<file path="src/hdl/ttr_pkg.sv">
// ----------------------------------------------------------------------------
// ttr_pkg
// Shared types, command codes and helpers for the touch tap relay toggler.
// ----------------------------------------------------------------------------
package ttr_pkg;

    // Command codes carried by an input item.
    typedef enum logic [1:0] {
        CMD_SAMPLE = 2'd0,
        CMD_WRITE  = 2'd1,
        CMD_ESTOP  = 2'd2,
        CMD_UNUSED = 2'd3
    } t_cmd;

    // Configuration register indexes.
    typedef enum logic [1:0] {
        CFG_ON_MIN      = 2'd0,
        CFG_ON_MAX      = 2'd1,
        CFG_ENABLE_MASK = 2'd2,
        CFG_MANUAL_CH   = 2'd3
    } t_cfg_idx;

    localparam int CNT_W  = 8;
    localparam int CH_W   = 3;
    localparam int CFG_W  = 8;
    localparam int IN_W   = 8;

    localparam logic [CNT_W-1:0] ON_MIN_RST    = 8'd5;
    localparam logic [CNT_W-1:0] ON_MAX_RST    = 8'd30;
    localparam logic [CFG_W-1:0] EN_MASK_RST   = 8'd31;
    localparam logic [CH_W-1:0]  MANUAL_CH_RST = 3'd4;

    // Tap timing limits handed to every channel lane.
    typedef struct packed {
        logic [CNT_W-1:0] on_min;
        logic [CNT_W-1:0] on_max;
    } t_tap_cfg;

    // Saturating increment of a sample counter.
    function automatic logic [CNT_W-1:0] sat_inc(input logic [CNT_W-1:0] v);
        sat_inc = (v == {CNT_W{1'b1}}) ? v : v + {{(CNT_W-1){1'b0}}, 1'b1};
    endfunction

endpackage

</file>
<file path="src/hdl/ttr_lane.sv">
// ----------------------------------------------------------------------------
// ttr_lane
// Tap qualifier for one touch channel: step and sample counters, next state.
// ----------------------------------------------------------------------------
module ttr_lane (
    input  logic              i_clk,
    input  logic              i_rst_n,
    input  logic              i_sel,      // a sample for this channel is taken
    input  logic              i_on,
    input  ttr_pkg::t_tap_cfg i_cfg,
    output logic              o_tap       // sample completes a tap
);

    typedef enum logic [1:0] {
        ST_IDLE,
        ST_ON_DET,
        ST_ON_STABLE,
        ST_OFF_DET
    } t_step;

    t_step                      r_step, n_step;
    logic [ttr_pkg::CNT_W-1:0]  r_on_cnt, n_on_cnt;
    logic [ttr_pkg::CNT_W-1:0]  r_off_cnt, n_off_cnt;
    logic [ttr_pkg::CNT_W-1:0]  w_on_inc, w_on_inc2, w_off_inc;
    logic                       w_in_range;

    assign w_on_inc   = ttr_pkg::sat_inc(r_on_cnt);
    assign w_on_inc2  = ttr_pkg::sat_inc(w_on_inc);
    assign w_off_inc  = ttr_pkg::sat_inc(r_off_cnt);
    assign w_in_range = (r_on_cnt >= i_cfg.on_min) && (r_on_cnt <= i_cfg.on_max);

    // The passing steps (off stable, act) have no state of their own: the sample that
    // reaches them runs through to idle within the same item.
    always_comb begin
        n_step    = r_step;
        n_on_cnt  = r_on_cnt;
        n_off_cnt = r_off_cnt;
        o_tap     = 1'b0;
        if (i_sel) begin
            case (r_step)
                ST_IDLE, ST_ON_DET, ST_OFF_DET: begin
                    if (i_on) begin
                        if (r_step == ST_OFF_DET) begin
                            n_off_cnt = '0;
                        end
                        if (w_on_inc < i_cfg.on_min) begin
                            n_step   = ST_ON_DET;
                            n_on_cnt = w_on_inc;
                        end else begin
                            // Stable on is re-evaluated with the same sample.
                            n_step   = ST_ON_STABLE;
                            n_on_cnt = w_on_inc2;
                        end
                    end else if (r_step == ST_ON_DET) begin
                        n_step   = ST_IDLE;
                        n_on_cnt = '0;
                    end else if (r_step == ST_OFF_DET) begin
                        if (w_off_inc < i_cfg.on_min) begin
                            n_off_cnt = w_off_inc;
                        end else begin
                            n_off_cnt = '0;
                            n_step    = ST_IDLE;
                            o_tap     = 1'b1;
                        end
                    end
                end
                ST_ON_STABLE: begin
                    if (i_on) begin
                        n_on_cnt = w_on_inc;
                    end else begin
                        n_on_cnt = '0;
                        if (!w_in_range) begin
                            n_step = ST_IDLE;
                        end else if (w_off_inc < i_cfg.on_min) begin
                            n_step    = ST_OFF_DET;
                            n_off_cnt = w_off_inc;
                        end else begin
                            n_step    = ST_IDLE;
                            n_off_cnt = '0;
                            o_tap     = 1'b1;
                        end
                    end
                end
                default: begin
                    n_step = ST_IDLE;
                end
            endcase
        end
    end

    always_ff @(posedge i_clk) begin
        if (!i_rst_n) begin
            r_step    <= ST_IDLE;
            r_on_cnt  <= '0;
            r_off_cnt <= '0;
        end else begin
            r_step    <= n_step;
            r_on_cnt  <= n_on_cnt;
            r_off_cnt <= n_off_cnt;
        end
    end

endmodule

</file>
<file path="src/hdl/touch_tap_relay_toggler_top.sv">
// ----------------------------------------------------------------------------
// touch_tap_relay_toggler_top
// Per-channel touch tap qualifier driving a bank of relays.
// ----------------------------------------------------------------------------
// One item is accepted per clock cycle and its result appears in the output
// register on the next cycle; the block keeps accepting while that result is
// being taken. Each touch channel has its own lane of step and counter
// registers, and a sample is fully qualified in the cycle it is accepted, so
// the throughput is one item per cycle whenever the output side is ready.
// Relay states are reported after every item, including direct writes and the
// emergency stop, which clears all relays.
module touch_tap_relay_toggler_top #(
    parameter int RELAYS         = 4,
    parameter int TOUCH_CHANNELS = 5
) (
    input  logic                          i_clk,
    input  logic                          i_rst_n,
    // Input item: cmd[1:0], channel[4:2], sensor_on[5], relay_value[6], pad[7]
    input  logic                          i_s_axis_tvalid,
    output logic                          o_s_axis_tready,
    input  logic [ttr_pkg::IN_W-1:0]      i_s_axis_tdata,
    // Result: relay_states[RELAYS-1:0], toggled, manual_request, bad_channel,
    // then zero padding to a whole byte
    output logic                          o_m_axis_tvalid,
    input  logic                          i_m_axis_tready,
    output logic [((RELAYS+10)/8)*8-1:0]  o_m_axis_tdata,
    // Configuration write channel
    input  logic                          i_cfg_valid,
    output logic                          o_cfg_ready,
    input  logic [1:0]                    i_cfg_index,
    input  logic [ttr_pkg::CFG_W-1:0]     i_cfg_data
);

    localparam int MAX_CH = 8;
    localparam logic [3:0] RELAYS_L = 4'(RELAYS);
    localparam logic [3:0] TOUCH_L  = 4'(TOUCH_CHANNELS);

    // Configuration registers.
    ttr_pkg::t_tap_cfg               r_tap_cfg;
    logic [ttr_pkg::CFG_W-1:0]       r_en_mask;
    logic [ttr_pkg::CH_W-1:0]        r_manual_ch;

    logic [RELAYS-1:0]               r_relay, n_relay;
    logic                            r_out_valid;
    logic                            r_tog, r_man, r_bad;
    logic                            n_tog, n_man, n_bad;

    logic                            w_accept;
    ttr_pkg::t_cmd                   w_cmd;
    logic [ttr_pkg::CH_W-1:0]        w_ch;
    logic                            w_on;
    logic                            w_level;
    logic [MAX_CH-1:0]               w_sel;
    logic [MAX_CH-1:0]               w_tap;
    logic                            w_tap_any;
    logic                            w_is_relay;
    logic                            w_is_touch;

    assign o_cfg_ready     = 1'b1;
    assign o_s_axis_tready = !r_out_valid || i_m_axis_tready;
    assign w_accept        = i_s_axis_tvalid && o_s_axis_tready;

    assign w_cmd   = ttr_pkg::t_cmd'(i_s_axis_tdata[1:0]);
    assign w_ch    = i_s_axis_tdata[4:2];
    assign w_on    = i_s_axis_tdata[5];
    assign w_level = i_s_axis_tdata[6];

    assign w_is_relay = {1'b0, w_ch} < RELAYS_L;
    assign w_is_touch = {1'b0, w_ch} < TOUCH_L;

    always_ff @(posedge i_clk) begin
        if (!i_rst_n) begin
            r_tap_cfg.on_min <= ttr_pkg::ON_MIN_RST;
            r_tap_cfg.on_max <= ttr_pkg::ON_MAX_RST;
            r_en_mask        <= ttr_pkg::EN_MASK_RST;
            r_manual_ch      <= ttr_pkg::MANUAL_CH_RST;
        end else if (i_cfg_valid && o_cfg_ready) begin
            case (ttr_pkg::t_cfg_idx'(i_cfg_index))
                ttr_pkg::CFG_ON_MIN:      r_tap_cfg.on_min <= i_cfg_data;
                ttr_pkg::CFG_ON_MAX:      r_tap_cfg.on_max <= i_cfg_data;
                ttr_pkg::CFG_ENABLE_MASK: r_en_mask        <= i_cfg_data;
                ttr_pkg::CFG_MANUAL_CH:   r_manual_ch      <= i_cfg_data[ttr_pkg::CH_W-1:0];
                default: begin
                end
            endcase
        end
    end

    // One lane per touch channel; lanes beyond the channel count read as idle.
    for (genvar g = 0; g < MAX_CH; g++) begin : g_lane
        if (g < TOUCH_CHANNELS) begin : g_on
            assign w_sel[g] = w_accept && (w_cmd == ttr_pkg::CMD_SAMPLE)
                              && (w_ch == 3'(g)) && r_en_mask[g];
            ttr_lane u_lane (
                .i_clk   (i_clk),
                .i_rst_n (i_rst_n),
                .i_sel   (w_sel[g]),
                .i_on    (w_on),
                .i_cfg   (r_tap_cfg),
                .o_tap   (w_tap[g])
            );
        end else begin : g_off
            assign w_sel[g] = 1'b0;
            assign w_tap[g] = 1'b0;
        end
    end

    assign w_tap_any = |w_tap;

    always_comb begin
        n_relay = r_relay;
        n_tog   = 1'b0;
        n_man   = 1'b0;
        n_bad   = 1'b0;
        case (w_cmd)
            ttr_pkg::CMD_SAMPLE: begin
                if (!w_is_touch) begin
                    n_bad = 1'b1;
                end else if (w_tap_any) begin
                    // A relay channel always toggles, even if it is the manual one.
                    n_relay = r_relay ^ w_tap[RELAYS-1:0];
                    n_tog   = w_is_relay;
                    n_man   = !w_is_relay && (w_ch == r_manual_ch);
                    n_bad   = !w_is_relay && (w_ch != r_manual_ch);
                end
            end
            ttr_pkg::CMD_WRITE: begin
                if (!w_is_relay) begin
                    n_bad = 1'b1;
                end else begin
                    for (int r = 0; r < RELAYS; r++) begin
                        if (w_ch == 3'(r)) begin
                            n_relay[r] = w_level;
                        end
                    end
                end
            end
            ttr_pkg::CMD_ESTOP: begin
                n_relay = '0;
            end
            default: begin
            end
        endcase
    end

    // r_relay only changes when an item is accepted, which also loads the
    // output register, so it always matches the result being presented.
    always_ff @(posedge i_clk) begin
        if (!i_rst_n) begin
            r_relay     <= '0;
            r_out_valid <= 1'b0;
        end else begin
            if (w_accept) begin
                r_relay     <= n_relay;
                r_out_valid <= 1'b1;
            end else if (i_m_axis_tready) begin
                r_out_valid <= 1'b0;
            end
        end
    end

    always_ff @(posedge i_clk) begin
        if (w_accept) begin
            r_tog <= n_tog;
            r_man <= n_man;
            r_bad <= n_bad;
        end
    end

    always_comb begin
        o_m_axis_tdata             = '0;
        o_m_axis_tdata[RELAYS-1:0] = r_relay;
        o_m_axis_tdata[RELAYS]     = r_tog;
        o_m_axis_tdata[RELAYS+1]   = r_man;
        o_m_axis_tdata[RELAYS+2]   = r_bad;
    end

    assign o_m_axis_tvalid = r_out_valid;

`ifndef SYNTHESIS
    a_one_tap: assert property (@(posedge i_clk) disable iff (!i_rst_n)
        $onehot0(w_tap))
        else $error("more than one channel completed a tap");

    a_flags_excl: assert property (@(posedge i_clk) disable iff (!i_rst_n)
        r_out_valid |-> !(r_tog && r_man) && !(r_tog && r_bad))
        else $error("conflicting result flags");

    a_estop_clear: assert property (@(posedge i_clk) disable iff (!i_rst_n)
        w_accept && (w_cmd == ttr_pkg::CMD_ESTOP) |=> (r_relay == '0))
        else $error("relays not cleared by emergency stop");

    a_toggle_flag: assert property (@(posedge i_clk) disable iff (!i_rst_n)
        w_accept && (w_cmd == ttr_pkg::CMD_SAMPLE)
        |=> ((r_relay != $past(r_relay)) == r_tog))
        else $error("toggled flag disagrees with relay change");
`endif

endmodule
</file>
<file path="config.mk">
export PLATFORM = sky130hd
export DESIGN_NAME = touch_tap_relay_toggler_top
export DESIGN_NICKNAME = d
export VERILOG_FILES = /design/src/hdl/ttr_pkg.sv /design/src/hdl/ttr_lane.sv /design/src/hdl/touch_tap_relay_toggler_top.sv
export SDC_FILE = /design/constraint.sdc
export NUM_CORES = 1
export LEC_CHECK = 0
export BUFFER_PORTS_ARGS = -buffer_cell sky130_fd_sc_hd__buf_4
export CAP_MARGIN = 20
export CORE_ASPECT_RATIO = 0.8
export CORE_MARGIN = 2
export CORE_UTILIZATION = 55
export CTS_BUF_LIST = sky130_fd_sc_hd__clkbuf_4
export CTS_CLUSTER_DIAMETER = 50
export DETAILED_ROUTE_END_ITERATION = 10
export GPL_ROUTABILITY_DRIVEN = 0
export PLACE_DENSITY = 0.83
export REMOVE_ABC_BUFFERS = 1
export SKIP_LAST_GASP = 1
export SLEW_MARGIN = 15
export SYNTH_ARGS = -nofsm -noshare
export SYNTH_HDL_FRONTEND = slang
export SYNTH_SLANG_ARGS = --single-unit
</file>
<file path="constraint.sdc">
create_clock -name i_clk -period 3.65 [get_ports i_clk]
set_input_delay 0.1825 -clock i_clk [delete_from_list [all_inputs] [get_ports i_clk]]
set_output_delay 0.1825 -clock i_clk [all_outputs]
set_load 0.02 [all_outputs]
</file>
Word level (Yosys, flattened, before mapping). Cells that the tools add are included.

Register bits after elaboration: 122. Bits of input ports: 23. Word-level logic and storage cells: 389.

Add/subtract/negate cells: 15. Magnitude comparators: 22. Equality and inequality tests: 83. Muxes and demuxes: 179. Bitwise logic cells: 1. Reduce and logical (&&, ||, !) cells: 62.

Operators with widths (count): $mux W8 (70); $pmux W8 S2 (10); $add A8 B1 Y8 const B (15); $eq A8 B8 Y1 const B (15); $lt A8 B8 Y1 (10); $mux W2 (40); $mux W1 (44); $ge A8 B8 Y1 (5); $le A8 B8 Y1 (5); $eq A2 B2 Y1 const B (13); $reduce_and A5 Y1 (5); $ne A2 B2 Y1 const B (12); $reduce_and A6 Y1 (4); $ne A2 B1 Y1 const B (10); $ne A4 B2 Y1 const B (5); $ne A4 B3 Y1 const B (5); $pmux W2 S2 (5); $reduce_and A4 Y1 (5); $logic_and A1 B1 Y1 (19); $reduce_and A2 Y1 (9); $ne A3 B2 Y1 const B (5); $ne A3 B3 Y1 const B (5); $reduce_or A3 Y1 (5); $eq A2 B1 Y1 const B (7); 18 further kinds (34).

Longest topological paths before layout. Gate-level depths: netlist (run 1).

Depth in word-level cells: 13. Mapped depth: 17. Depth with buffers taken out: 17.

Hierarchy. From an unflattened synthesis (run 1), not the netlist that was laid out.

Cell total of the unflattened synthesis: 1641. Area, all modules: 13021.2 sq um.

Modules (own cells, without submodules): ttr_lane at g_lane[1].g_on.u_lane ... (times used 3, cells each 289, area an instance 2180.8 sq um, seq. area each 360.3 sq um); ttr_lane at g_lane[0].g_on.u_lane (times used 1, cells each 304, area an instance 2452.4 sq um, seq. area each 360.3 sq um); ttr_lane at g_lane[2].g_on.u_lane (times used 1, cells each 299, area an instance 2449.8 sq um, seq. area each 360.3 sq um); touch_tap_relay_toggler_top (times used 1, cells each 171, area an instance 1576.5 sq um, seq. area each 670.6 sq um).

Least setup slack after synthesis (run 1). Ideal clock, no wire load.

Kind: reg-to-reg. Start point: register g_lane[0].g_on.u_lane.r_on_cnt[0] in the netlist's numbering. End point: register g_lane[0].g_on.u_lane.r_on_cnt[1] in the netlist's numbering. Library setup time: 117 ps. Arrival time: 3430 ps. Required time: 3533 ps. Path slack: 103 ps. Cell stages (with the launch flop): 15. Path buffers: 0. Cell sequence: dfxtp_1 > ha_1 > and2_1 > nand3_2 > nand3_1 > xnor2_1 > ha_1 > a21o_1 > a21o_1 > a21o_1 > or4_1 > and3_1 > a21boi_2 > mux2_1 > a22o_1.

Cells in the longest elaborated chain, start to end: 7. Elaborated cells on any way between the ends: 11. Those cells by class: add/sub (2); order compare (1); eq/ne (2); mux (6).

RTL lines: start, declared (RTL line ttr_lane.sv:22) `logic [ttr_pkg::CNT_W-1:0] r_on_cnt, n_on_cnt;`; start signal, assigned (RTL line ttr_lane.sv:98) `r_on_cnt <= n_on_cnt;`; $add A8 B1 Y8 or $eq A8 B8 Y1 (tied branches) (RTL line ttr_pkg.sv:41) `sat_inc = (v == {CNT_W{1'b1}}) ? v : v + {{(CNT_W-1){1'b0}}, 1'b1};`; $mux W8 (*) (RTL line ttr_pkg.sv:41); $add A8 B1 Y8 or $eq A8 B8 Y1 (tied branches) (RTL line ttr_pkg.sv:41); $mux W8 (RTL line ttr_pkg.sv:41); $mux W8 (RTL line ttr_lane.sv:46) `if (w_on_inc < i_cfg.on_min) begin`; $mux W8 (RTL line ttr_lane.sv:42) `if (i_on) begin`; $pmux W8 S2 (*) (RTL line ttr_lane.sv:40) `case (r_step)`.

Mark *: on every way between the ends. The rest lies on a longest branch, timed or not. A chain may end at the register's enable or synchronous reset.

Worst setup path in the final report (run 1).
Start point: register g_lane[4].g_on.u_lane.r_off_cnt[0] in the netlist's numbering. End point: register r_relay[1].

Cells in the longest elaborated chain, start to end: 12. Elaborated cells on any way between the ends: 15. Those cells by class: add/sub (1); order compare (1); eq/ne (2); mux (9); reduce/logical (2).

RTL lines: start, declared (RTL line ttr_lane.sv:23) `logic [ttr_pkg::CNT_W-1:0] r_off_cnt, n_off_cnt;`; start signal, assigned (RTL line ttr_lane.sv:99) `r_off_cnt <= n_off_cnt;`; $add A8 B1 Y8 or $eq A8 B8 Y1 (tied branches) (RTL line ttr_pkg.sv:41); $mux W8 (*) (RTL line ttr_pkg.sv:41); $lt A8 B8 Y1 (*) (RTL line ttr_lane.sv:58, ttr_lane.sv:74); $mux W1 (*) (RTL line ttr_lane.sv:58, ttr_lane.sv:74); $mux W1 (RTL line ttr_lane.sv:57) `end else if (r_step == ST_OFF_DET) begin`; $mux W1 (RTL line ttr_lane.sv:54) `end else if (r_step == ST_ON_DET) begin`; $mux W1 (RTL line ttr_lane.sv:42); $pmux W1 S2 (*) (RTL line ttr_lane.sv:40); $mux W1 (*) (RTL line ttr_lane.sv:39) `if (i_sel) begin`; $reduce_or A5 Y1 (*) (RTL line touch_tap_relay_toggler_top.sv:108) `assign w_tap_any = |w_tap;`; $ne A2 B2 Y1 (no line) (*); $reduce_and A6 Y1 (no line) (*); end signal, assigned (RTL line touch_tap_relay_toggler_top.sv:154) `r_relay <= n_relay;`; end, declared (RTL line touch_tap_relay_toggler_top.sv:43) `logic [RELAYS-1:0] r_relay, n_relay;`.

Marks and branches as above.

==> reports/metrics.yaml, run 1 <==
run_status:
  status: "complete, no violations"
cells_and_area:
  fin_cells: 1822
  finish.instance_area_um2: 12900
  num_antenna_cells: 0
  area_growth_pct: 12.5
  drive_above_1_share_pct: 12.7
  final_nets: 1731
  final_util_pct: 62.7
floorplanning:
  chipHeight_um: 133
  std_cell_rows: 47
  die_w_um: 165
  io_pins: 34
  die_area_um2: 22000
  core_area_um2: 20500
  start_util_pct: 55.7
timing:
  finalSetupViolCount: 0
  worst_slack_ns: 0.0991
  finalClockSkew_ns: 0.0134
  tns_ns: 0
  period_minus_slack_ns: 3.55
  relSlewSlack_pct: 25.4
  holdWs_ns: 0.0186
  hold_violations: 0
  slew_viol_final: 0
  fin_crit_sh_pct: 97.3
  tightest_slew_ns: 1.11
  fmax_ghz: 0.282
pwr:
  p_sw_mw: 0.790
  power.density_nw_per_um2: 224
  internal-power_mw: 2.10
  combPwrFrac_pct: 12.1
  ir_worst_vdd_mv: 0.204
  finalPower_mw: 2.89
  clockPowerShare_pct: 40.8
  p_sw_share_pct: 27.3
  leakagePower_nw: 5.71
  seqPwrFrac_pct: 47.1
clock_network:
  cts.sinks: 122
  clk_latency_ns: 0.57
  cts_tree: "done"
  htree_levels: 4
  clk_pin_slew_ns: 0.12
  cts_root_buffer: "clkbuf_4"
  cts_buffers: 17
  cts.path.max_buffers: 2
synthesis:
  synth_area_leaders: "dfxtp_1, ha_1, nand2_1"
  syn_avg_cell_area_um2: 7.84
  synth_edf_count: 3
  syn_inst: 1458
  syn_area_um2: 11400
  synth-seq-area-share_pct: 21.6
  synth_cell_type_count: 79
  yosysWarnings: 0
  yosys.area.top_type: "dfxtp_1"
  synth_top_area_share_pct: 20.8
  async_flop_share_pct: 0
  synth-seq-cells: 122
  synth_ff_type: "dfxtp_1"
placed_design:
  dp_cells: 1776
  place_area_um2: 12300
  io_buffers: 30
  dp_slack_ns: 0.0520
  place.detailed.hpwl_mm: 23.8
drt:
  wl_per_cell_um: 17.6
  drc: 0
  viasPerCell: 6.28
  drt_first_pass_iters: 6
  drt_iter0_markers: 1042
  ant_nets: 0
  num_vias: 11435
  drt_wl_total_mm: 32.0
grt:
  grt_pass1_vias: 10839
  grt_pass1_wl_mm: 51.8
  grtUsageTotal_pct: 29.1
  grt_overflow: 0
  antenna_found_initial: 0
  grt_max_degree: 52
min_path:
  hp-start: "i_rst_n"
  hold_class: "in -> reg"
  whs_endpoint: "r_tap_cfg[2]$_SDFFE_PN1P_"
  hold_depth: 2
critical_path:
  critPathRequiredTime_ns: 4.17
  startpoint_type: "flop"
  worstSetupPathType: "reg -> reg"
  cp-end-kind: "flop"
  crit_fanout: 6
  regToRegEndpoint: "r_relay[1]$_SDFFE_PN0P_"
  r2r_cells: 17
  setup.reg_to_reg.worst_slack_ns: 0.1
  crit_arrival_ns: 4.08
  r2r_start: "g_lane[4].g_on.u_lane.r_off_cnt[0]$_SDFFE_PN0P_"
run:
  max_cap_violations: 0
-- final cells by class --
type                       instances  area (µm²)
clock inverter                    14         203
timing repair buffer             108         836
sequential                       122        2480
inverter                          58         218
fill                            1763        7650
multi-input combinational       1233        8660
clock buffer                      18         135
tap                              269         337
-- cell usage after synthesis, types with 30 or more instances --
| master | count |
|---|---|
| a21oi_1 | 96 |
| a22o_1 | 30 |
| clkbuf_1 | 30 |
| dfxtp_1 | 119 |
| ha_1 | 168 |
| inv_1 | 58 |
| nand2_1 | 151 |
| nand3_1 | 56 |
| nand4_1 | 45 |
| nor2_1 | 119 |
| nor2b_1 | 47 |
| o21ai_0 | 76 |
| xnor2_1 | 46 |
-- worst max-delay path: stages, from the launching register on --
cell and delay (ns):
dfxtp_4 0.38, ha_1 0.23, nand2_2 0.09, nor3_1 0.08, or2_2 0.32, or3_4 0.35
xnor2_2 0.15, ha_1 0.29, a21o_1 0.16, a21o_1 0.19, a21oi_2 0.15, o31a_1 0.26
nor3_1 0.07, o21ai_1 0.14, nand4_1 0.16, buf_4 0.18, a41oi_1 0.17, a41o_1 0.12
-- flip-flops by register name, summed over array words and instances (netlist names) --
name	cells
g_lane.g_on.u_lane.r_off_cnt	40
g_lane.g_on.u_lane.r_on_cnt	40
g_lane.g_on.u_lane.r_step	10
o_m_axis_tvalid	1
r_bad	1
r_en_mask	5
r_man	1
r_manual_ch	3
r_relay	4
r_tap_cfg	16
r_tog	1
-- repair_timing --
action | in CTS | in global routing
endpoints found under the setup margin | 0 | 33
resized for setup | 0 | 35
buffers inserted | 0 | 4
hold buffers | 10 | 0
hold endpoints to repair | 25 | 0
-- logic make-up after synthesis --
logic type / share of synthesized area [%]
compound gates: 22.6
xor+xnor: 4.37
fa+ha+maj: 18.4
buf+inv: 3.68
flops: 21.6
mux: 3.22
other cells: 0.0657
simple gates: 26.1
-- layout by cell type, fill, tap and decap left out, types with 23 or more instances in the layout --
master | netlist | layout
nor2_1 | 119 | 118
nand2b_1 | 27 | 27
buf_4 | 7 | 98
nand3_1 | 56 | 54
and3_1 | 27 | 26
a21o_1 | 29 | 29
nand4_1 | 45 | 45
nand2_1 | 151 | 150
ha_1 | 168 | 166
dfxtp_1 | 119 | 114
a21oi_1 | 96 | 95
and2_1 | 26 | 23
xnor2_1 | 46 | 44
inv_1 | 58 | 58
a22o_1 | 30 | 30
nor2b_1 | 47 | 47
o21ai_0 | 76 | 73
-- worst max-delay path by stage --
stage	start	end	slack [ns]	cells after the start
final	g_lane[4].g_on.u_lane.r_off_cnt[0]$_SDFFE_PN0P_	r_relay[1]$_SDFFE_PN0P_	0.1	17
after global routing	g_lane[4].g_on.u_lane.r_off_cnt[0]$_SDFFE_PN0P_	g_lane[4].g_on.u_lane.r_off_cnt[0]$_SDFFE_PN0P_	-0.08	14
after CTS	g_lane[4].g_on.u_lane.r_off_cnt[0]$_SDFFE_PN0P_	r_relay[2]$_SDFFE_PN0P_	0.01	16
after detailed placement	g_lane[4].g_on.u_lane.r_off_cnt[0]$_SDFFE_PN0P_	r_relay[2]$_SDFFE_PN0P_	0.05	16
after global placement	g_lane[4].g_on.u_lane.r_off_cnt[0]$_SDFFE_PN0P_	r_relay[2]$_SDFFE_PN0P_	0.19	16
after floorplan	g_lane[3].g_on.u_lane.r_on_cnt[0]$_SDFFE_PN0P_	g_lane[3].g_on.u_lane.r_on_cnt[1]$_SDFFE_PN0P_	0.09	15
-- power groups by stage --
stage / clock (mW) / combinational (mW) / sequential, mW
2_1_floorplan: 0 / 0.191 / 1.39
3_3_place_gp: 0 / 0.316 / 1.39
3_5_place_dp: 0 / 0.330 / 1.39
4_1_cts: 1.19 / 0.340 / 1.36
5_1_grt: 1.25 / 0.382 / 1.36
6_report: 1.18 / 0.350 / 1.36
-- layer usage --
layer,vias up,track usage [%],wire length [µm]
li1,5528,-,-
met1,5367,37.9,13800
met2,439,46.7,14800
met3,101,5.83,2310
met4,0,12.5,1120
met5,-,0,0
(Power assumes the default switching activity.)
==> run 2: changes to the inputs <==
Settings changed: CORE_UTILIZATION 55 to 45, PLACE_DENSITY 0.83 to 0.71.
==> reports/metrics.yaml, run 2 (synthesized netlist as in run 1, its figures left out) <==
run_status:
  status: "complete, no violations"
floorplanning:
  die_area_um2: 26700  # +22%
  die_w_um: 182  # +10%
  io_pins: 34  # unchanged
  start_util_pct: 45.5  # -10 points
  core_area_um2: 25100  # +22%
  std_cell_rows: 52  # +11%
  chipHeight_um: 147  # +10%
drt:
  drc: 0  # unchanged
  wl_met3_mm: 1.80  # -22%
  wl_per_cell_um: 17.1  # -2.8%
  drt-met1-wl_mm: 15.5  # +12%
  num_vias: 11067  # -3.2%
  viasPerCell: 5.88  # -6.3%
  drt_wl_total_mm: 32.1  # +0.32%
  drt_iter0_markers: 856  # -18%
  wl_met2_mm: 14.3  # -3.3%
  top_layer_used: "met4"
  drt_first_pass_iters: 8  # +2
  ant_nets: 0  # unchanged
clock_network:
  cts_tree: "done"
  cts_buffers: 17  # unchanged
  cts_root_buffer: "clkbuf_4"
  cts.path.max_buffers: 2  # unchanged
  cts.sinks: 122  # unchanged
  clk_pin_slew_ns: 0.13  # about the same
  htree_levels: 4  # unchanged
  clk_latency_ns: 0.58  # about the same
critical_path:
  r2r_cells: 15  # -2
  worstSetupPathType: "reg -> reg"
  crit_fanout: 6  # unchanged
  r2r_start: "g_lane[3].g_on.u_lane.r_on_cnt[0]$_SDFFE_PN0P_"
  startpoint_type: "flop"
  setup.reg_to_reg.worst_slack_ns: 0.1  # about the same
  cp-end-kind: "flop"
  critPathRequiredTime_ns: 4.14  # -0.03 ns
  regToRegEndpoint: "g_lane[3].g_on.u_lane.r_on_cnt[1]$_SDFFE_PN0P_"
  crit_arrival_ns: 4.05  # -0.03 ns
grt:
  grtUsageTotal_pct: 24.0  # -5.1 points
  grt_max_degree: 50  # -3.8%
  grt_pass1_vias: 10205  # -5.8%
  antenna_found_initial: 0  # unchanged
  grt_pass1_wl_mm: 51.9  # +0.21%
  grt_overflow: 0  # unchanged
run:
  max_cap_violations: 0  # unchanged
min_path:
  hold_depth: 3  # +1
  hold_class: "in -> reg"
  whs_endpoint: "r_man$_SDFFCE_PN0P_"
  hp-start: "i_s_axis_tdata[4]"
cells_and_area:
  final_nets: 1736  # +0.29%
  num_antenna_cells: 0  # unchanged
  area_growth_pct: 12.7
  finish.instance_area_um2: 12900  # +0.14%
  fill_cells: 2440  # +38%
  layout_common_cells: "ha_1, nand2_1, nor2_1"
  fin_cells: 1881  # +3.2%
  seq_area_um2: 2480  # -0.10%
  drive_above_1_share_pct: 12.4  # -0.29 points
  final_common_cell: "ha_1"
  multi_input_area_um2: 8630  # -0.35%
  largestRegisters: "g_lane.g_on.u_lane.r_off_cnt x40, g_lane.g_on.u_lane.r_on_cnt x40, r_tap_cfg x16"
pwr:
  leakagePower_nw: 5.71  # about the same
  seqPwrFrac_pct: 49.2  # +2.1 points
  p_sw_mw: 0.790  # about the same
  clockPowerShare_pct: 38.0  # -2.8 points
  p_sw_share_pct: 28.6  # +1.3 points
  ir_worst_vdd_mv: 0.182  # -11%
  internal-power_mw: 1.97  # -6.0%
  power.density_nw_per_um2: 214  # -4.5%
  combPwrFrac_pct: 12.8  # +0.7 points
timing:
  relSlewSlack_pct: 29.7  # +4.3 points
  hold_violations: 0  # unchanged
  tightest_slew_ns: 1.05  # -0.0645 ns
  finalClockSkew_ns: 0.0216  # +0.00823 ns
  slew_viol_final: 0  # unchanged
  finalSetupViolCount: 0  # unchanged
  period_minus_slack_ns: 3.55  # +0.000214 ns
  rsz0062_at_grt: "yes"
  fmax_ghz: 0.282  # about the same
  fin_crit_sh_pct: 97.3  # about the same
placed_design:
  dp_cells: 1838  # +3.5%
  place_area_um2: 12400  # +0.99%
  place.detailed.hpwl_mm: 24.2  # +1.8%
  io_buffers: 30  # unchanged
run 2: cell count changes in the layout (fill, tap and decap cells not counted), sizes merged:
cell	delta
clkinvlp	-1
clkbuf	+2
buf	+4
bufinv	-2
dlygate4sd3	+1
run 2: timing repair:
item                                    in CTS  in global routing
hold buffers                                11                  0
gates resized for setup                      0                 25
endpoints found under the setup margin       0                 27
buffers inserted                             0                  1
hold endpoints to repair                    25                  0
run 2: worst max-delay path by stage:
stage                                                              start                                        endpoint  slack, ns  depth (start not counted)
after global routing      g_lane[3].g_on.u_lane.r_on_cnt[0]$_SDFFE_PN0P_  g_lane[3].g_on.u_lane.r_on_cnt[1]$_SDFFE_PN0P_      -0.07                         15
final                     g_lane[3].g_on.u_lane.r_on_cnt[0]$_SDFFE_PN0P_  g_lane[3].g_on.u_lane.r_on_cnt[1]$_SDFFE_PN0P_        0.1                         15
after detailed placement  g_lane[3].g_on.u_lane.r_on_cnt[0]$_SDFFE_PN0P_  g_lane[3].g_on.u_lane.r_on_cnt[1]$_SDFFE_PN0P_       0.09                         15
after global placement    g_lane[3].g_on.u_lane.r_on_cnt[1]$_SDFFE_PN0P_  g_lane[3].g_on.u_lane.r_on_cnt[1]$_SDFFE_PN0P_       0.15                         15
after CTS                 g_lane[3].g_on.u_lane.r_on_cnt[0]$_SDFFE_PN0P_  g_lane[3].g_on.u_lane.r_on_cnt[1]$_SDFFE_PN0P_       0.06                         15
after floorplan           g_lane[3].g_on.u_lane.r_on_cnt[0]$_SDFFE_PN0P_  g_lane[3].g_on.u_lane.r_on_cnt[1]$_SDFFE_PN0P_       0.09                         15
run 2: layout make-up:
| class | instances | share of cell area, % |
|---|---|---|
| inverter | 58 | 1.69 |
| sequential | 122 | 19.2 |
| clock inverter | 11 | 1.00 |
| tap | 324 | 3.15 |
| multi-input combinational | 1233 | 67.0 |
| clock buffer | 20 | 1.17 |
| timing repair buffer | 113 | 6.80 |
run 2: per-layer routing:
| layer | vias up | track usage, % |
|---|---|---|
| li1 | 5536 | - |
| met1 | 5193 | 33.5 |
| met2 | 298 | 38.2 |
| met3 | 40 | 4.51 |
| met4 | 0 | 6.05 |
| met5 | - | 0 |
run 2: power by group through the flow:
stage	registers (mW)	logic, mW	clock network [mW]
3_3_place_gp	1.39	0.328	0
6_report	1.36	0.354	1.05
2_1_floorplan	1.39	0.191	0
5_1_grt	1.36	0.390	1.11
4_1_cts	1.36	0.347	1.06
3_5_place_dp	1.39	0.337	0
run 2: through the flow:
step	TNS [ns]	hold WS, ns	setup WS, ns	power [mW]	util, %
CTS	0	0.0115	0.0615	2.77	50.9
global placement	0	0.425	0.154	1.72	49.4
global route	-0.0947	0.0415	-0.0722	2.86	51.3
detailed placement	0	0.453	0.0949	1.73	49.4
floorplan	0	0.244	0.0888	1.58	-
finish	0	0.0422	0.0989	2.76	51.3
run 2: worst max-delay path, cell delays in order, from the launching register on:
cell and delay, ns:
dfxtp_1 0.36, ha_2 0.22, and4_4 0.25, nand2_1 0.09
nand2_1 0.11, xor2_2 0.17, inv_1 0.08, ha_1 0.29
a21o_1 0.16, a21o_1 0.17, a21o_1 0.18, or4_1 0.50
nand3_1 0.15, o21bai_4 0.17, mux2_2 0.35, a22o_1 0.19
==> run 3: changes to the inputs <==
Settings changed: CORE_MARGIN 2 to 5.
==> reports/metrics.yaml, run 3 (synthesized netlist as in run 1, its figures left out) <==
run:
  max_cap_violations: 0  # unchanged
grt:
  grt_pass1_wl_mm: 52.6  # +1.3%
  grtUsageTotal_pct: 22.2  # -1.8 points
  grt_overflow: 0  # unchanged
  grt_pass1_vias: 10365  # +1.6%
  antenna_found_initial: 1  # +1
  grt_max_degree: 51  # +2.0%
timing:
  finalSetupViolCount: 0  # unchanged
  period_minus_slack_ns: 3.59  # +0.0387 ns
  rsz0062_at_grt: "yes"
  hold_violations: 0  # unchanged
  tightest_slew_ns: 0.821  # -0.229 ns
  relSlewSlack_pct: 45.0  # +15 points
  slew_viol_final: 0  # unchanged
  finalClockSkew_ns: 0.0344  # +0.0128 ns
  fin_crit_sh_pct: 98.4  # +1.1 points
  fmax_ghz: 0.279  # -1.1%
  worst_slack_ns: 0.0601  # -0.0387 ns
  holdWs_ns: 0.0613  # +0.0191 ns
clock_network:
  cts.sinks: 122  # unchanged
  cts_root_buffer: "clkbuf_4"
  htree_levels: 4  # unchanged
  cts.path.max_buffers: 2  # unchanged
  cts_buffers: 17  # unchanged
  cts_tree: "done"
  clk_latency_ns: 0.63  # +0.05 ns
  clk_pin_slew_ns: 0.13  # about the same
pwr:
  combPwrFrac_pct: 11.8  # -1.0 points
  ir_worst_vdd_mv: 0.232  # +27%
  clockPowerShare_pct: 44.3  # +6.3 points
  p_sw_share_pct: 27.5  # -1.1 points
  internal-power_mw: 2.25  # +14%
  leakagePower_nw: 5.78  # +1.1%
  finalPower_mw: 3.10  # +12%
  power.density_nw_per_um2: 237  # +11%
  seqPwrFrac_pct: 43.9  # -5.3 points
  p_sw_mw: 0.852  # +7.9%
drt:
  viasPerCell: 5.96  # +1.3%
  drt_first_pass_iters: 5  # -3
  drt_iter0_markers: 894  # +4.4%
  ant_nets: 0  # unchanged
  wl_per_cell_um: 17.3  # +1.5%
  drc: 0  # unchanged
  drt_wl_total_mm: 32.8  # +2.2%
  num_vias: 11288  # +2.0%
floorplanning:
  std_cell_rows: 52  # unchanged
  die_w_um: 188  # +3.3%
  core_area_um2: 25200  # +0.26%
  start_util_pct: 45.4  # -0.12 points
  die_area_um2: 28700  # +7.5%
  io_pins: 34  # unchanged
  chipHeight_um: 153  # +4.1%
critical_path:
  worstSetupPathType: "reg -> reg"
  startpoint_type: "flop"
  cp-end-kind: "flop"
  crit_fanout: 7  # +1
  critPathRequiredTime_ns: 4.17  # +0.03 ns
  crit_arrival_ns: 4.11  # +0.06 ns
placed_design:
  place_area_um2: 12400  # unchanged
  place.detailed.hpwl_mm: 24.2  # about the same
  dp_slack_ns: 0.0714  # -0.0235 ns
  io_buffers: 30  # unchanged
cells_and_area:
  fill_cells: 2352  # -3.6%
  final_util_pct: 52.0  # +0.69 points
  final_common_cell: "ha_1"
  largestRegisters: "g_lane.g_on.u_lane.r_off_cnt x40, g_lane.g_on.u_lane.r_on_cnt x40, r_tap_cfg x16"
  multi_input_area_um2: 8620  # -0.10%
  area_growth_pct: 14.5
  seq_area_um2: 2480  # about the same
  final_nets: 1746  # +0.58%
  layout_common_cells: "ha_1, nand2_1, nor2_1"
  finish.instance_area_um2: 13100  # +1.6%
  drive_above_1_share_pct: 12.6  # +0.17 points
min_path:
  hold_class: "in -> reg"
run_status:
  status: "complete, no violations"
[run 3: power groups by stage]
stage	Clock [mW]	Combinational, mW	Sequential [mW]
5_1_grt	1.46	0.400	1.36
4_1_cts	1.39	0.357	1.36
6_report	1.37	0.367	1.36
3_5_place_dp	0	0.340	1.39
3_3_place_gp	0	0.329	1.39
2_1_floorplan	0	0.191	1.39
[run 3: layout make-up]
cell class,instances,area share [%]
clock buffer,17,0.975
antenna,2,0.0382
timing repair buffer,123,7.42
sequential,122,18.9
clock inverter,15,2.05
multi-input combinational,1233,65.8
tap,324,3.10
inverter,58,1.66
[run 3: worst paths after layout]
| path | depth (start not counted) | to | slack, ns | start |
|---|---|---|---|---|
| setup reg to reg | 13 | g_lane[1].g_on.u_lane.r_on_cnt[1]$_SDFFE_PN0P_ | 0.06 | g_lane[1].g_on.u_lane.r_on_cnt[0]$_SDFFE_PN0P_ |
| hold reg to reg | 2 | g_lane[3].g_on.u_lane.r_off_cnt[1]$_SDFFE_PN0P_ | 0.49 | g_lane[3].g_on.u_lane.r_off_cnt[1]$_SDFFE_PN0P_ |
| setup / recovery | 13 | g_lane[1].g_on.u_lane.r_on_cnt[1]$_SDFFE_PN0P_ | 0.06 | g_lane[1].g_on.u_lane.r_on_cnt[0]$_SDFFE_PN0P_ |
| hold / removal | 3 | o_m_axis_tvalid$_SDFFE_PN0P_ | 0.06 | i_m_axis_tready |
[run 3: worst max-delay path: stages, from the launching register on]
cell and delay (ns):
dfxtp_1 0.45, ha_1 0.21, and3_2 0.27, nand3_2 0.16, mux2_2 0.36, ha_1 0.23, nor4b_1 0.35, nand4_1 0.14
a41oi_1 0.33, o21ai_2 0.13, nand2_1 0.11, a31o_2 0.21, mux2_2 0.35, a22o_1 0.19
[run 3: metal layers]
layer | track usage (%) | routed length (µm) | vias to the layer above
li1 | - | - | 5561
met1 | 31.9 | 15600 | 5311
met2 | 33.8 | 14300 | 362
met3 | 3.83 | 2210 | 54
met4 | 6.95 | 719 | 0
met5 | 0 | 0 | -
[run 3: stage by stage]
stage | instances | setup TNS [ns]
floorplan | 1413 | 0
global placement | 1838 | 0
detailed placement | 1838 | 0
CTS | 1889 | 0
global route | 1894 | -0.112
finish | 1894 | 0
[run 3: repair_timing]
action / in CTS / in global routing
setup endpoints to repair: 0 / 34
resized for setup: 0 / 23
hold endpoints to repair: 31 / 0
setup buffers: 0 / 3
hold buffers: 19 / 0
